$ cat src/hw/rtl/ioac_pkg.sv
// ioac_pkg: shared types for the impulse onset aligned capture core
// result record carried from the step logic to the output buffer
// no dependencies
package ioac_pkg;

  // register indexes of the configuration port
  localparam logic [1:0] RegChannelCount   = 2'd0;
  localparam logic [1:0] RegWatchedChannel = 2'd1;
  localparam logic [1:0] RegBlockFrames    = 2'd2;
  localparam logic [1:0] RegOnsetThreshold = 2'd3;

  localparam int CfgIdxW  = 2;
  localparam int CfgDataW = 23;
  localparam int SampleW  = 24;
  localparam int IndexW   = 13;
  localparam int LatencyW = 32;

  // one result item
  typedef struct packed {
    logic                       write_enable;
    logic [IndexW-1:0]          write_index;
    logic signed [SampleW-1:0]  write_value;
    logic                       onset_found;
    logic                       capture_done;
    logic [IndexW-1:0]          onset_frame;
    logic [LatencyW-1:0]        latency_frames;
  } ioac_result_t;

endpackage

$ cat src/hw/rtl/ioac_if.sv
// ioac_if: valid/ready channel interfaces for samples in and results out
// depends on ioac_pkg for field widths
interface ioac_in_if;
  import ioac_pkg::*;
  logic                      valid;
  logic                      ready;
  logic signed [SampleW-1:0] sample;

  modport source (output valid, output sample, input ready);
  modport sink   (input valid, input sample, output ready);
endinterface

interface ioac_out_if;
  import ioac_pkg::*;
  logic                      valid;
  logic                      ready;
  logic                      write_enable;
  logic [IndexW-1:0]         write_index;
  logic signed [SampleW-1:0] write_value;
  logic                      onset_found;
  logic                      capture_done;
  logic [IndexW-1:0]         onset_frame;
  logic [LatencyW-1:0]       latency_frames;

  modport source (output valid, output write_enable, output write_index,
                  output write_value, output onset_found, output capture_done,
                  output onset_frame, output latency_frames, input ready);
  modport sink   (input valid, input write_enable, input write_index,
                  input write_value, input onset_found, input capture_done,
                  input onset_frame, input latency_frames, output ready);
endinterface

$ cat src/hw/rtl/ioac_out_buf.sv
// ioac_out_buf: two-entry output buffer (output register plus skid register)
// depends on ioac_pkg for the result record
module ioac_out_buf (
  input  logic                  clk_i,
  input  logic                  rst_ni,
  input  logic                  push_valid_i,
  output logic                  push_ready_o,
  input  ioac_pkg::ioac_result_t push_data_i,
  output logic                  pop_valid_o,
  input  logic                  pop_ready_i,
  output ioac_pkg::ioac_result_t pop_data_o
);
  import ioac_pkg::*;

  logic         out_valid_q;
  logic         skid_valid_q;
  ioac_result_t out_data_q;
  ioac_result_t skid_data_q;
  logic         pop;
  logic         push;

  assign pop          = out_valid_q && pop_ready_i;
  assign push_ready_o = !skid_valid_q;
  assign push         = push_valid_i && !skid_valid_q;
  assign pop_valid_o  = out_valid_q;
  assign pop_data_o   = out_data_q;

  // occupancy flags
  always_ff @(posedge clk_i or negedge rst_ni) begin
    if (!rst_ni) begin
      out_valid_q  <= 1'b0;
      skid_valid_q <= 1'b0;
    end else if (skid_valid_q) begin
      if (pop) begin
        skid_valid_q <= 1'b0;
      end
    end else if (push) begin
      if (!out_valid_q || pop) begin
        out_valid_q <= 1'b1;
      end else begin
        skid_valid_q <= 1'b1;
      end
    end else if (pop) begin
      out_valid_q <= 1'b0;
    end
  end

  // payload registers, no reset
  always_ff @(posedge clk_i) begin
    if (skid_valid_q) begin
      if (pop) begin
        out_data_q <= skid_data_q;
      end
    end else if (push) begin
      if (!out_valid_q || pop) begin
        out_data_q <= push_data_i;
      end else begin
        skid_data_q <= push_data_i;
      end
    end
  end

endmodule

$ cat src/hw/rtl/impulse_onset_aligned_capture_core.sv
// impulse_onset_aligned_capture_core: threshold triggered capture with onset alignment
// depends on ioac_pkg, ioac_if (ioac_in_if, ioac_out_if) and ioac_out_buf
//
//   channel   dir  handshake      payload
//   smp_i     in   valid/ready    sample (signed 24)
//   res_o     out  valid/ready    write_enable, write_index, write_value, onset_found,
//                                 capture_done, onset_frame, latency_frames
//   cfg_*     in   write enable   cfg_idx_i (2), cfg_data_i (23)
//
// one sample per cycle while the output buffer has room; each result is registered into that buffer at its transfer
// the step logic updates the counters and phase in the cycle of the transfer
// a two-entry output buffer lets one more sample in while a result is stalled
// reset is asynchronous, active low; configuration returns to its reset values
module impulse_onset_aligned_capture_core #(
  parameter int MAX_FRAMES   = 8192,
  parameter int MAX_CHANNELS = 8
) (
  input  logic                        clk_i,
  input  logic                        rst_ni,
  input  logic                        cfg_we_i,
  input  logic [ioac_pkg::CfgIdxW-1:0]  cfg_idx_i,
  input  logic [ioac_pkg::CfgDataW-1:0] cfg_data_i,
  ioac_in_if.sink                     smp_i,
  ioac_out_if.source                  res_o
);
  import ioac_pkg::*;

  localparam int PW  = (MAX_FRAMES > 1) ? $clog2(MAX_FRAMES) : 1;
  localparam int CW  = (MAX_CHANNELS > 1) ? $clog2(MAX_CHANNELS) : 1;
  localparam int FXW = ((PW > 14) ? PW : 14) + 1;
  localparam int KW  = ((CW > 4) ? CW : 4) + 1;

  typedef enum logic [1:0] {
    PH_SEARCH,
    PH_TAIL,
    PH_HEAD,
    PH_DONE
  } phase_e;

  // configuration registers
  logic [3:0]  chan_count_q;
  logic [2:0]  watched_q;
  logic [13:0] block_frames_q;
  logic [22:0] threshold_q;

  // capture state
  phase_e            phase_q, phase_d;
  logic [CW-1:0]     chan_pos_q, chan_pos_d;
  logic [PW-1:0]     frame_pos_q, frame_pos_d;
  logic [IndexW-1:0] onset_q, onset_d;
  logic [LatencyW-1:0] silent_q, silent_d;

  logic              accept;
  logic              buf_ready;
  ioac_result_t      step_res;
  ioac_result_t      buf_res;

  assign accept      = smp_i.valid && buf_ready;
  assign smp_i.ready = buf_ready;

  // configuration writes
  always_ff @(posedge clk_i or negedge rst_ni) begin
    if (!rst_ni) begin
      chan_count_q   <= 4'd2;
      watched_q      <= 3'd0;
      block_frames_q <= 14'd1024;
      threshold_q    <= 23'd84;
    end else if (cfg_we_i) begin
      unique case (cfg_idx_i)
        RegChannelCount:   chan_count_q   <= cfg_data_i[3:0];
        RegWatchedChannel: watched_q      <= cfg_data_i[2:0];
        RegBlockFrames:    block_frames_q <= cfg_data_i[13:0];
        RegOnsetThreshold: threshold_q    <= cfg_data_i;
        default:           ;
      endcase
    end
  end

  // effective channel and frame counts
  logic [KW-1:0]  nch;
  logic [FXW-1:0] nfr;

  always_comb begin
    if (chan_count_q == 4'd0) begin
      nch = KW'(1);
    end else if (KW'(chan_count_q) > KW'(MAX_CHANNELS)) begin
      nch = KW'(MAX_CHANNELS);
    end else begin
      nch = KW'(chan_count_q);
    end
    if (block_frames_q == 14'd0) begin
      nfr = FXW'(1);
    end else if (FXW'(block_frames_q) > FXW'(MAX_FRAMES)) begin
      nfr = FXW'(MAX_FRAMES);
    end else begin
      nfr = FXW'(block_frames_q);
    end
  end

  // one step of the capture for the sample in transfer
  logic                 watched;
  logic [SampleW-1:0]   mag;
  logic [FXW-1:0]       f_ext;
  logic [FXW-1:0]       onset_ext;
  logic [FXW-1:0]       tail_idx;
  logic [FXW-1:0]       head_idx;
  logic [KW-1:0]        chan_next;
  logic [FXW-1:0]       frame_next;
  logic                 we;
  logic [IndexW-1:0]    widx;
  logic signed [SampleW-1:0] wval;

  always_comb begin
    watched   = (KW'(chan_pos_q) == KW'(watched_q)) && (KW'(watched_q) < nch);
    mag       = smp_i.sample[SampleW-1] ? (~smp_i.sample + SampleW'(1)) : smp_i.sample;
    f_ext     = FXW'(frame_pos_q);
    onset_ext = FXW'(onset_q);
    tail_idx  = f_ext - onset_ext;
    head_idx  = nfr - onset_ext + f_ext;
    chan_next = KW'(chan_pos_q) + KW'(1);
    frame_next = f_ext + FXW'(1);

    phase_d     = phase_q;
    chan_pos_d  = chan_pos_q;
    frame_pos_d = frame_pos_q;
    onset_d     = onset_q;
    silent_d    = silent_q;
    we          = 1'b0;
    widx        = '0;
    wval        = '0;

    if (phase_q != PH_DONE) begin
      // onset search and aligned writes on the watched channel
      if (watched) begin
        unique case (phase_q)
          PH_SEARCH: begin
            if (mag > {1'b0, threshold_q}) begin
              onset_d = f_ext[IndexW-1:0];
              phase_d = PH_TAIL;
              we      = 1'b1;
              wval    = smp_i.sample;
            end else if (silent_q != '1) begin
              silent_d = silent_q + LatencyW'(1);
            end
          end
          PH_TAIL: begin
            if (f_ext >= onset_ext) begin
              we   = 1'b1;
              widx = tail_idx[IndexW-1:0];
              wval = smp_i.sample;
            end
          end
          default: begin
            if (f_ext < onset_ext) begin
              we   = 1'b1;
              widx = head_idx[IndexW-1:0];
              wval = smp_i.sample;
            end
          end
        endcase
      end

      // channel and frame counters, phase change at block end
      if (chan_next >= nch) begin
        chan_pos_d = '0;
        if (frame_next >= nfr) begin
          frame_pos_d = '0;
          if (phase_d == PH_TAIL) begin
            phase_d = (onset_d != '0) ? PH_HEAD : PH_DONE;
          end else if (phase_d == PH_HEAD) begin
            phase_d = PH_DONE;
          end
        end else begin
          frame_pos_d = frame_next[PW-1:0];
        end
      end else begin
        chan_pos_d = chan_next[CW-1:0];
      end
    end

    step_res.write_enable   = we;
    step_res.write_index    = widx;
    step_res.write_value    = wval;
    step_res.onset_found    = (phase_d != PH_SEARCH);
    step_res.capture_done   = (phase_d == PH_DONE);
    step_res.onset_frame    = (phase_d != PH_SEARCH) ? onset_d : '0;
    step_res.latency_frames = (phase_d != PH_SEARCH) ? silent_d : '0;
  end

  // state registers
  always_ff @(posedge clk_i or negedge rst_ni) begin
    if (!rst_ni) begin
      phase_q     <= PH_SEARCH;
      chan_pos_q  <= '0;
      frame_pos_q <= '0;
      onset_q     <= '0;
      silent_q    <= '0;
    end else if (accept) begin
      phase_q     <= phase_d;
      chan_pos_q  <= chan_pos_d;
      frame_pos_q <= frame_pos_d;
      onset_q     <= onset_d;
      silent_q    <= silent_d;
    end
  end

  // result buffer
  ioac_out_buf u_out_buf (
    .clk_i        (clk_i),
    .rst_ni       (rst_ni),
    .push_valid_i (smp_i.valid),
    .push_ready_o (buf_ready),
    .push_data_i  (step_res),
    .pop_valid_o  (res_o.valid),
    .pop_ready_i  (res_o.ready),
    .pop_data_o   (buf_res)
  );

  assign res_o.write_enable   = buf_res.write_enable;
  assign res_o.write_index    = buf_res.write_index;
  assign res_o.write_value    = buf_res.write_value;
  assign res_o.onset_found    = buf_res.onset_found;
  assign res_o.capture_done   = buf_res.capture_done;
  assign res_o.onset_frame    = buf_res.onset_frame;
  assign res_o.latency_frames = buf_res.latency_frames;

  // checks
  a_done_sticky: assert property (@(posedge clk_i) disable iff (!rst_ni)
    phase_q == PH_DONE |=> phase_q == PH_DONE)
    else $error("capture left the done phase");

  a_onset_zero_searching: assert property (@(posedge clk_i) disable iff (!rst_ni)
    phase_q == PH_SEARCH |-> onset_q == '0)
    else $error("onset position set while still searching");

  a_write_needs_onset: assert property (@(posedge clk_i) disable iff (!rst_ni)
    res_o.valid && res_o.write_enable |-> res_o.onset_found)
    else $error("aligned write before any onset");

  a_done_needs_onset: assert property (@(posedge clk_i) disable iff (!rst_ni)
    res_o.valid && res_o.capture_done |-> res_o.onset_found)
    else $error("capture done without onset");

  a_stall_no_advance: assert property (@(posedge clk_i) disable iff (!rst_ni)
    !smp_i.ready |=> $stable(frame_pos_q) && $stable(chan_pos_q))
    else $error("counters moved while input was stalled");

endmodule
$ cat src/flat_wrapper.sv
// flat-port wrapper written by rule: the top's interface ports become plain ports
module impulse_onset_aligned_capture_core_flat import ioac_pkg::*;
#(
  parameter int MAX_FRAMES   = 8192,
  parameter int MAX_CHANNELS = 8
)
  (clk_i, rst_ni, cfg_we_i, cfg_idx_i, cfg_data_i, smp_i_valid, smp_i_sample, smp_i_ready, res_o_valid, res_o_write_enable, res_o_write_index, res_o_write_value, res_o_onset_found, res_o_capture_done, res_o_onset_frame, res_o_latency_frames, res_o_ready);
  ioac_in_if smp_i_i ();
  ioac_out_if res_o_i ();
  input  logic clk_i;
  input  logic rst_ni;
  input  logic cfg_we_i;
  input  logic [ioac_pkg::CfgIdxW-1:0] cfg_idx_i;
  input  logic [ioac_pkg::CfgDataW-1:0] cfg_data_i;
  input wire logic [$bits(smp_i_i.valid)-1:0] smp_i_valid;
  input wire logic [$bits(smp_i_i.sample)-1:0] smp_i_sample;
  output wire logic [$bits(smp_i_i.ready)-1:0] smp_i_ready;
  output wire logic [$bits(res_o_i.valid)-1:0] res_o_valid;
  output wire logic [$bits(res_o_i.write_enable)-1:0] res_o_write_enable;
  output wire logic [$bits(res_o_i.write_index)-1:0] res_o_write_index;
  output wire logic [$bits(res_o_i.write_value)-1:0] res_o_write_value;
  output wire logic [$bits(res_o_i.onset_found)-1:0] res_o_onset_found;
  output wire logic [$bits(res_o_i.capture_done)-1:0] res_o_capture_done;
  output wire logic [$bits(res_o_i.onset_frame)-1:0] res_o_onset_frame;
  output wire logic [$bits(res_o_i.latency_frames)-1:0] res_o_latency_frames;
  input wire logic [$bits(res_o_i.ready)-1:0] res_o_ready;
  assign smp_i_i.valid = smp_i_valid;
  assign smp_i_i.sample = smp_i_sample;
  assign smp_i_ready = smp_i_i.ready;
  assign res_o_valid = res_o_i.valid;
  assign res_o_write_enable = res_o_i.write_enable;
  assign res_o_write_index = res_o_i.write_index;
  assign res_o_write_value = res_o_i.write_value;
  assign res_o_onset_found = res_o_i.onset_found;
  assign res_o_capture_done = res_o_i.capture_done;
  assign res_o_onset_frame = res_o_i.onset_frame;
  assign res_o_latency_frames = res_o_i.latency_frames;
  assign res_o_i.ready = res_o_ready;
  impulse_onset_aligned_capture_core #(.MAX_FRAMES(MAX_FRAMES), .MAX_CHANNELS(MAX_CHANNELS)) u_core (.clk_i(clk_i), .rst_ni(rst_ni), .cfg_we_i(cfg_we_i), .cfg_idx_i(cfg_idx_i), .cfg_data_i(cfg_data_i), .smp_i(smp_i_i), .res_o(res_o_i));
endmodule
$ cat config.mk
export PLATFORM = sky130hd
export DESIGN_NAME = impulse_onset_aligned_capture_core_flat
export DESIGN_NICKNAME = d
export VERILOG_FILES = /design/src/hw/rtl/ioac_pkg.sv /design/src/hw/rtl/ioac_if.sv /design/src/hw/rtl/ioac_out_buf.sv /design/src/hw/rtl/impulse_onset_aligned_capture_core.sv /design/src/flat_wrapper.sv
export SDC_FILE = /design/constraint.sdc
export NUM_CORES = 1
export LEC_CHECK = 0
export ABC_AREA = 0
export ABC_CLOCK_PERIOD_IN_PS = 5820
export BUFFER_PORTS_ARGS = -buffer_cell sky130_fd_sc_hd__clkbuf_2
export CAP_MARGIN = 25
export CORE_MARGIN = 2
export CORE_UTILIZATION = 45
export DETAILED_ROUTE_END_ITERATION = 12
export PLACE_DENSITY_LB_ADDON = 0.3
export REMOVE_ABC_BUFFERS = 1
export SYNTH_ARGS = -nofsm -noshare
export SYNTH_HDL_FRONTEND = slang
export SYNTH_HIERARCHICAL = 1
export SYNTH_SLANG_ARGS = --single-unit
$ cat constraint.sdc
create_clock -name clk_i -period 5.82 [get_ports clk_i]
set_clock_uncertainty 0.05 [all_clocks]
set_input_delay 1.164 -clock clk_i [delete_from_list [all_inputs] [get_ports clk_i]]
set_output_delay 1.164 -clock clk_i [all_outputs]
set_load 0.05 [all_outputs]
==> results.ini, run 1 <==
[run_status]
outcome=complete, no violations

[synth]
netlist_instances=1285
syn-cell-area_um2=15740
yosys.area.top_type=edfxtp_1
yosysSeqAreaShare_pct=49.81
ys_seq_elements=279
synthArstFlopShare_pct=39.07
synth.area.top_cells=edfxtp_1, dfrtp_1, mux2_4
syn_avg_cell_area_um2=12.25
synth_edf_count=170
yosysUniqueCellTypes=69
ys_warn_count=6
synth_ff_type=edfxtp_1
yosysTopAreaCellShare_pct=32.44

[placement]
portBuffers=140
place_congestion=0.9003
dpl.hpwl_um=26020
dpl_cell_area_um2=16930
post-place-cells=1858

[clock_tree]
cts-buffers-inserted=31
clk_path_buf_depth=3
ctsResizeCount=0
clock_latency_ns=0.57
cts.sinks=279
clock-root-buffer=clkbuf_16
clkSlewWorstSetupHoldPaths_ns=0.06
ctsHoldBuffers=0
cts_max_level=1
postCtsSetupRepairBufs=0
cts_tree=yes

[sta]
layout_min_cycle_time_ns=5.411
worst_pin_slew_ns=1.098
min_period_over_period_pct=92.97
rsz0062_at_grt=no
finalSetupViolations=0
drv_slew=0
fmax_mhz=184.8
hold_viol_final=0
max_slew_margin_pct=25.63

[grt]
grt_usage_pct=19.47
grt_max_degree=56
busiest_layer=met2
grt_remaining_overflow=0
grtUsageMet3_pct=2.809
grt_pass1_vias=10440
grtUsageMet1_pct=26.69
grt_pass1_wl_um=56550
grt_antenna_before_repair=0
grt_util_met2_pct=32.33

[pwr]
irDropWorstVdd_mv=0.2905
p_leak_nw=7.693
power.density_nw_per_um2=507.9

[job]
max-cap-violations=0

[floorplanning]
die_w_um=191.0
num_rows=68
die_y_um=191.0
io_pins=141
start_util_pct=45.68
core_um2=34460
dieArea_um2=36490

[routing]
postRouteAntennaNets=0
drt-initial-drc-count=861
vias=10640
drcViolationCount=0
first_pass_iters=6
routed_wl_um=36250
vias_per_cell=5.547
wl_per_cell_um=18.89

[layout]
finalInstanceArea_um2=18000
fin_nets=1579
syn2layout_area_growth_pct=14.37
final_core_util_pct=52.24
drive_above_1_share_pct=26.84
layout.cells.non_filler=1919
num_antenna_cells=0

[worst_setup_path]
cp.required_ns=6.08
cpPeakStageDelay_ns=0.40
path_max_fanout=4
endpoint_kind=flip-flop
cpMaxStageDelayCell=nor4_1
critPathArrivalTime_ns=5.68
crit_top_cell=buf_4
crit_type=primary input to flip-flop
cp_cell_sequence=clkbuf_2 > nor4_1 > buf_4 > nand2_1 > or3_1 > or2_2 > nand2b_1 > o31ai_1 > xnor2_1 > ha_1 > nand3_1 > nor3_2 > o221ai_1 > nor4b_1 > buf_4 > a21o_1 > buf_4 > o21ai_0 > o221ai_1 > mux2_4
start_kind=primary input

[hold_path]
hp-class=flip-flop to flip-flop

-- cell usage in the layout, fill, tap and decap left out, types with 38 or more instances in the layout --
master / netlist / routed
xnor2_1: 49 / 49
clkbuf_2: 0 / 139
o21ai_0: 38 / 38
nand2_1: 78 / 78
dfrtp_1: 104 / 103
mux2_2: 48 / 48
inv_1: 89 / 89
ha_1: 73 / 73
nor2_1: 49 / 49
mux2_4: 85 / 85
edfxtp_1: 170 / 170
nor3_1: 43 / 42
-- routing by layer --
layer / share of wire, % / vias up
met5: 0 / -
met4: 2.0 / 0
met3: 4.8 / 50
met2: 48 / 296
met1: 45 / 5236
li1: - / 5062
-- cells by family after synthesis --
family                     after synthesis  synth area share, %
and+or+nand+nor                        371                13.28
DFF                                    279                49.81
buffers and inverters                  136                4.380
adders and majority gates               86                7.457
muxes                                  145                12.31
AOI/OAI and AO/OA                      182                7.990
xor gates and xnor gates                86                4.786
-- state kept, by name, summed over array words and instances, names as in the netlist --
register                       flops
u_core/block_frames_q             14
u_core/chan_count_q                4
u_core/chan_pos_q                  3
u_core/frame_pos_q                13
u_core/onset_q                    13
u_core/phase_q                     2
u_core/silent_q                   32
u_core/threshold_q                23
u_core/u_out_buf/pop_data_o       85
u_core/u_out_buf/pop_valid_o       1
u_core/u_out_buf/skid_data_q      85
u_core/u_out_buf/skid_valid_q      1
u_core/watched_q                   3
-- synth_stat cells (4+ instances only) --
master / count
xnor2_1: 49
a32oi_1: 10
mux2i_1: 12
or3_1: 9
mux2_4: 85
nor4_1: 22
a211o_1: 5
a21o_1: 11
and3_1: 19
nor3b_2: 17
o31ai_1: 14
nand2b_1: 8
o21ai_0: 38
inv_1: 89
clkbuf_1: 27
nor3b_1: 6
o41ai_1: 5
mux2_2: 48
nand4_1: 23
and4_1: 4
o21a_1: 5
nand2_1: 78
a31oi_1: 5
a21oi_1: 38
nand3_1: 34
dfstp_2: 5
nor2b_1: 27
ha_1: 73
fa_1: 13
buf_2: 8
and2_1: 6
nor2_1: 49
nor3_1: 43
or4_1: 8
a22o_1: 16
dfrtp_1: 104
or2_2: 6
buf_12: 9
xor2_1: 37
edfxtp_1: 170
o211ai_1: 5
a211oi_1: 8
-- final cells by class --
| cell class | instances | area (µm²) |
|---|---|---|
| repair buffers | 167 | 970.9 |
| flip-flops and latches | 279 | 7843 |
| well taps | 455 | 569.3 |
| clock inverters | 15 | 101.3 |
| clock buffers | 43 | 904.6 |
| inverters | 89 | 334.1 |
| fillers | 3027 | 16460 |
| multi-input cells | 871 | 7277 |
-- through the flow --
step	hold WS, ns	setup TNS (ns)	total power (W)	worst slack [ns]
6_report	0.4510	0	0.009142	0.4091
4_1_cts	0.4534	0	0.009198	0.2382
5_1_grt	0.4779	0	0.009663	0.1061
2_1_floorplan	0.3985	-304.54	0.006271	-2.491
3_5_place_dp	0.4396	-19.79	0.007255	-0.3468
3_3_place_gp	0.4369	-8.182	0.007185	-0.2302
-- final timing paths --
| path | start | slack, ns | cells past startpoint | end |
|---|---|---|---|---|
| worst max-delay path | smp_i_sample[5] | 0.41 | 20 | u_core/u_out_buf/pop_data_o[45]$_DFFE_PP_ |
| worst min-delay path | u_core/chan_count_q[0]$_DFFE_PN0P_ | 0.45 | 1 | u_core/chan_count_q[0]$_DFFE_PN0P_ |
| worst max register to register | u_core/block_frames_q[6]$_DFFE_PN0P_ | 1.67 | 16 | u_core/u_out_buf/pop_data_o[83]$_DFFE_PP_ |
| worst min register to register | u_core/chan_count_q[0]$_DFFE_PN0P_ | 0.45 | 1 | u_core/chan_count_q[0]$_DFFE_PN0P_ |
| max in group asynchronous | rst_ni | 4.19 | 2 | u_core/block_frames_q[10]$_DFFE_PN1P_ |
| min in group asynchronous | rst_ni | 0.59 | 1 | u_core/threshold_q[21]$_DFFE_PN0P_ |
-- worst max-delay path, delay by kind of cell --
kind	cells	cell delay [ns]
simple gates	8	1.96
compound gates	5	1.20
buf+inv	4	0.65
mux	1	0.30
fa+ha+maj	1	0.28
xor+xnor	1	0.12
-- where the power goes --
group	internal [W]	switching (W)
combinational	0.00147	0.00264
clock	0.00109	0.000811
sequential	0.00276	0.000363
total	0.00533	0.00382
(Power assumes the default switching activity.)
==> inputs of run 2 (changes only) <==
--- a/config.mk
+++ b/config.mk
@@ -11,8 +11,9 @@
 export CAP_MARGIN = 25
 export CORE_MARGIN = 2
 export CORE_UTILIZATION = 45
+export CTS_CLUSTER_DIAMETER = 120
 export DETAILED_ROUTE_END_ITERATION = 12
-export PLACE_DENSITY_LB_ADDON = 0.3
+export PLACE_DENSITY_LB_ADDON = 0.05
 export REMOVE_ABC_BUFFERS = 1
 export SYNTH_ARGS = -nofsm -noshare
 export SYNTH_HDL_FRONTEND = slang
==> run 2 against run 1 <==
Utilization up 1.1 points. Global-route usage up 0.67 points. Critical endpoint is now u_core/u_out_buf/pop_data_o[10]$_DFFE_PP_. Flip-flop and latch count unchanged.
==> results.ini, run 2 (synthesized netlist as in run 1, its figures left out) <==
[worst_setup_path]
cpMaxStageDelayCell=or4_1
startpoint=smp_i_sample[5]
crit_type=primary input to flip-flop
cp_cell_sequence=clkbuf_2 > nor4_1 > buf_4 > nand2_1 > or3_1 > or2_2 > nand2b_1 > o21ai_0 > xnor2_1 > ha_1 > and3_1 > a211oi_1 > o21ai_0 > nor4b_1 > buf_4 > a21oi_4 > buf_12 > or4_1 > a21oi_1 > mux2_4
start_kind=primary input
critPathArrivalTime_ns=5.61
cpPeakStageDelay_ns=0.49
path_max_fanout=9
critPathTopFamily=simple AND/OR/NAND/NOR gates
cp.buffers_inverters=4
endpoint_kind=flip-flop
r2r_start=u_core/block_frames_q[7]$_DFFE_PN0P_
cp.required_ns=6.17

[run_status]
outcome=complete, no violations

[sta]
setup_slack_ns=0.5577
fin_setup_tns_ns=0
max_slew_margin_pct=33.92
layout_min_cycle_time_ns=5.262
finalSetupViolations=0
drv_slew=0
fmax_mhz=190.0
worst_pin_slew_ns=0.9662
rsz0062_at_grt=no
min_period_over_period_pct=90.42
hold_viol_final=0

[clock_tree]
ctsHoldBuffers=0
cts.sinks=279
cts_max_level=2
cts-buffers-inserted=34
clock-root-buffer=clkbuf_16
clock_latency_ns=0.53
postCtsSetupRepairBufs=0
clkSlewWorstSetupHoldPaths_ns=0.06
clk_path_buf_depth=3
cts_tree=yes
ctsResizeCount=0

[placement]
dpl_cell_area_um2=17130
dpl.hpwl_um=26460
portBuffers=140
place_ws_ns=0.04131
place_congestion=0.8710

[pwr]
p_total_w=0.009544
p_leak_nw=7.881
irDropWorstVdd_mv=0.3450
power.density_nw_per_um2=518.8

[layout]
final_cell_mix=edfxtp_1, clkbuf_2, dfrtp_1
finalInstanceArea_um2=18400
syn2layout_area_growth_pct=16.88
drive_above_1_share_pct=27.74
layout_commonest_cell=edfxtp_1
fin_nets=1599
final_core_util_pct=53.38

[routing]
drcViolationCount=0
first_pass_iters=7
wl_per_cell_um=18.74
drt-initial-drc-count=676
vias_per_cell=5.472
vias=10630
routed_wl_um=36390
postRouteAntennaNets=0

[floorplanning]
num_rows=68
start_util_pct=45.68
die_w_um=191.0
core_um2=34460
io_pins=141
dieArea_um2=36490
die_y_um=191.0

[grt]
grt_usage_pct=20.14
grt_remaining_overflow=0
grt_pass1_wl_um=57440
grt_antenna_before_repair=2
grt_pass1_vias=10270
grt_max_degree=86

[job]
max-cap-violations=0

[hold_path]
hp-class=primary input to asynchronous set/reset pin

run 2: per-layer routing:
| metal | routed length (µm) | vias up | track usage (%) |
|---|---|---|---|
| met5 | 0 | - | 0 |
| met4 | 631 | 0 | 5.605 |
| met3 | 1395 | 45 | 3.029 |
| met2 | 17320 | 221 | 32.43 |
| met1 | 17040 | 5252 | 28.29 |
| li1 | - | 5108 | - |
run 2: final timing paths:
path	to	slack [ns]	cells past startpoint
min in group clk_i	u_core/silent_q[31]$_DFFE_PN0P_	0.45	1
hold reg to reg	u_core/silent_q[31]$_DFFE_PN0P_	0.45	1
hold / removal	u_core/threshold_q[18]$_DFFE_PN0P_	0.39	1
max in group asynchronous	u_core/silent_q[17]$_DFFE_PN0P_	4.19	3
setup reg to reg	u_core/u_out_buf/pop_data_o[83]$_DFFE_PP_	1.46	16
setup / recovery	u_core/u_out_buf/pop_data_o[10]$_DFFE_PP_	0.56	20
run 2: power by group:
part / internal, W / switching (W) / leakage, nW / total [W]
clock network: 0.00143 / 0.000836 / 0.588 / 0.00227
logic: 0.00151 / 0.00266 / 4.31 / 0.00417
registers: 0.00276 / 0.000346 / 2.98 / 0.00311
total: 0.00570 / 0.00385 / 7.88 / 0.00954
run 2: layout make-up:
cell class                 count  area, µm²
antenna                        2      5.005
clock buffer                  47      960.9
clock inverter                15      251.5
fill                        3044      16060
inverter                      89      334.1
multi-input combinational    870       7263
sequential                   279       7843
tap                          455      569.3
timing repair buffer         185       1169
run 2: worst register-to-register path, delay by kind of cell (launching register included):
family                     cells  cell delay, ns
adders and majority gates      3            0.92
buffers and inverters          2            0.14
AOI/OAI and AO/OA              6            1.46
DFF                            1            0.40
muxes                          1            0.32
and+or+nand+nor                3            0.63
xor gates and xnor gates       1            0.18
run 2: per-stage QoR:
step / hold WS (ns) / std cells
final: 0.3943 / 1942
after floorplan: 0.3985 / 1238
after global placement: 0.4331 / 1875
after CTS: 0.4531 / 1938
after global routing: 0.3728 / 1942
after detailed placement: 0.4438 / 1876
==> inputs of run 3 (changes only) <==
--- a/config.mk
+++ b/config.mk
@@ -10,9 +10,11 @@
 export BUFFER_PORTS_ARGS = -buffer_cell sky130_fd_sc_hd__clkbuf_2
 export CAP_MARGIN = 25
 export CORE_MARGIN = 2
-export CORE_UTILIZATION = 45
+export CORE_UTILIZATION = 23
 export CTS_CLUSTER_DIAMETER = 120
 export DETAILED_ROUTE_END_ITERATION = 12
+export GPL_ROUTABILITY_DRIVEN = 0
+export GPL_TIMING_DRIVEN = 0
 export PLACE_DENSITY_LB_ADDON = 0.05
 export REMOVE_ABC_BUFFERS = 1
 export SYNTH_ARGS = -nofsm -noshare
==> run 3 against run 2 <==
Clock power about the same. Critical endpoint is now u_core/u_out_buf/pop_data_o[23]$_DFFE_PP_. Sequential share of layout area down 1.3 points. Flip-flop and latch count stayed put. Critical path depth shrank 1. Register-to-register slack got worse by 0.21 ns. Cell count increased by 21%. Die area grew 93%. Total power rose by 1.4%. Combinational power rose by 4%. Sequential power about the same. Largest power group unchanged.
==> results.ini, run 3 (synthesized netlist as in run 1, its figures left out) <==
[pwr]
p_total_w=0.009682
seqPwrFrac_pct=32.0
irDropWorstVdd_mv=0.2609
power.switching_w=0.004053
switching_share_pct=41.86
p_comb_share_pct=44.9
power.density_nw_per_um2=510.9
p_leak_nw=7.847
p_clk_share_pct=23.1
p_int_w=0.005629

[floorplanning]
dieArea_um2=70540
die_w_um=265.6
start_util_pct=23.31
die_y_um=265.6
core_um2=67510
io_pins=141
num_rows=95

[worst_setup_path]
cp_cell_sequence=clkbuf_2 > nor4_4 > nand2_1 > or3_1 > or2_2 > nand2b_1 > o21ai_0 > xnor2_1 > ha_1 > and3_1 > a211oi_1 > o21ai_0 > nor4b_4 > a21oi_4 > buf_12 > a21oi_4 > buf_16 > a21oi_1 > mux2_4
cp.required_ns=6.08
cpMaxStageDelayCell=nor4b_4
r2r-end=u_core/u_out_buf/pop_data_o[45]$_DFFE_PP_
endpoint_kind=flip-flop
start_kind=primary input
reg2reg_slack_ns=1.25
crit_type=primary input to flip-flop
path_max_fanout=29
r2r_start=u_core/frame_pos_q[0]$_DFFE_PN0P_
cpPeakStageDelay_ns=0.44
reg2reg_depth=17
critPathArrivalTime_ns=5.73

[layout]
layout.cells.non_filler=2348
fin_nets=1585
syn2layout_area_growth_pct=20.42
num_antenna_cells=0
final_core_util_pct=28.07
layout_commonest_cell=edfxtp_1
final_cell_mix=edfxtp_1, clkbuf_2, dfrtp_1
drive_above_1_share_pct=27.19

[routing]
first_pass_iters=4
wl_per_cell_um=18.78
drcViolationCount=0
vias=10460
postRouteAntennaNets=0
drt-initial-drc-count=497
vias_per_cell=4.454
routed_wl_um=44110

[clock_tree]
clk_path_buf_depth=3
cts.sinks=279
clock-root-buffer=clkbuf_16
clock_latency_ns=0.56
cts_max_level=2
ctsHoldBuffers=0
cts-buffers-inserted=38
clkSlewWorstSetupHoldPaths_ns=0.06
cts_tree=yes

[grt]
grt_pass1_vias=11020
grt_remaining_overflow=0
grt_usage_pct=12.58
grt_pass1_wl_um=68410
grt_antenna_before_repair=8
grt_max_degree=89

[hold_path]
hp-class=primary input to asynchronous set/reset pin

[sta]
max_slew_margin_pct=24.51
fmax_mhz=182.9
hold_viol_final=0
worst_pin_slew_ns=1.129
hold_ws_ns=0.4168
min_period_over_period_pct=93.93
layout_min_cycle_time_ns=5.467
rsz0062_at_grt=no
finalSetupViolations=0
drv_slew=0

[job]
max-cap-violations=0

[run_status]
outcome=complete, no violations

[placement]
dpl.hpwl_um=32840
post-place-cells=2273
portBuffers=140

[run 3: cell types whose count changed in the layout (fill, tap and decap cells not counted), moves of 4 or more]
cell | previous run | this run
buf_12 | 8 | 4
buf_16 | 1 | 7
buf_4 | 36 | 5
buf_8 | 1 | 10
bufinv_16 | 6 | 1
clkbuf_1 | 8 | 13
clkbuf_16 | 35 | 39
clkinv_2 | 3 | 7
[run 3: what timing repair did]
action / CTS / global route
pin swaps: 2 / 2
gates resized for setup: 5 / 6
setup buffers: 3 / 1
endpoints found under the setup margin: 177 / 89
[run 3: worst max-delay path by stage]
stage | start | to | slack, ns | cells past startpoint
after floorplan | u_core/u_out_buf/skid_valid_q$_DFF_PN0_ | u_core/u_out_buf/pop_data_o[0]$_DFFE_PP_ | -2.49 | 2
after global placement | u_core/u_out_buf/skid_valid_q$_DFF_PN0_ | u_core/u_out_buf/pop_data_o[40]$_DFFE_PP_ | -7.49 | 2
after detailed placement | smp_i_sample[5] | u_core/u_out_buf/pop_data_o[27]$_DFFE_PP_ | -1.47 | 19
after CTS | smp_i_sample[5] | u_core/u_out_buf/pop_data_o[40]$_DFFE_PP_ | 0.02 | 18
after global routing | smp_i_sample[0] | u_core/u_out_buf/pop_data_o[23]$_DFFE_PP_ | 0.06 | 19
final | smp_i_sample[2] | u_core/u_out_buf/pop_data_o[23]$_DFFE_PP_ | 0.35 | 19
[run 3: layout make-up]
cell class / count / area (µm²)
clock buffers: 53 / 1039
repair buffers: 167 / 1181
inverters: 89 / 334.1
fillers: 7055 / 48560
multi-input cells: 870 / 7337
clock inverters: 17 / 127.6
flip-flops and latches: 279 / 7843
well taps: 873 / 1092
[run 3: routing by layer]
metal / vias to the layer above / part of all wire, % / track usage [%]
met5: - / 0.21 / 0
met1: 5143 / 45 / 16.19
met2: 156 / 48 / 20.96
li1: 5079 / - / -
met4: 14 / 2.3 / 3.477
met3: 65 / 4.6 / 3.083
[run 3: power by group through the flow]
stage          clock network [W]  logic (W)  registers (W)
2_1_floorplan                  0    0.00215        0.00412
3_3_place_gp                   0    0.00415        0.00336
3_5_place_dp                   0    0.00441        0.00316
4_1_cts                  0.00235    0.00445        0.00312
5_1_grt                  0.00243    0.00475        0.00318
6_report                 0.00224    0.00435        0.00310
[run 3: worst max-delay path, delay by kind of cell]
kind / cells / cell delay (ns)
compound gates: 6 / 1.20
xor+xnor: 1 / 0.17
fa+ha+maj: 1 / 0.28
buf+inv: 3 / 0.58
mux: 1 / 0.28
simple gates: 7 / 2.03
[run 3: through the flow]
stage / setup slack, ns / area, µm² / TNS, ns
floorplan: -2.491 / 15380 / -304.54
global placement: -7.491 / 17180 / -1522.89
detailed placement: -1.469 / 17680 / -187.59
CTS: 0.02278 / 18900 / 0
global route: 0.06067 / 18950 / 0
finish: 0.3530 / 18950 / 0
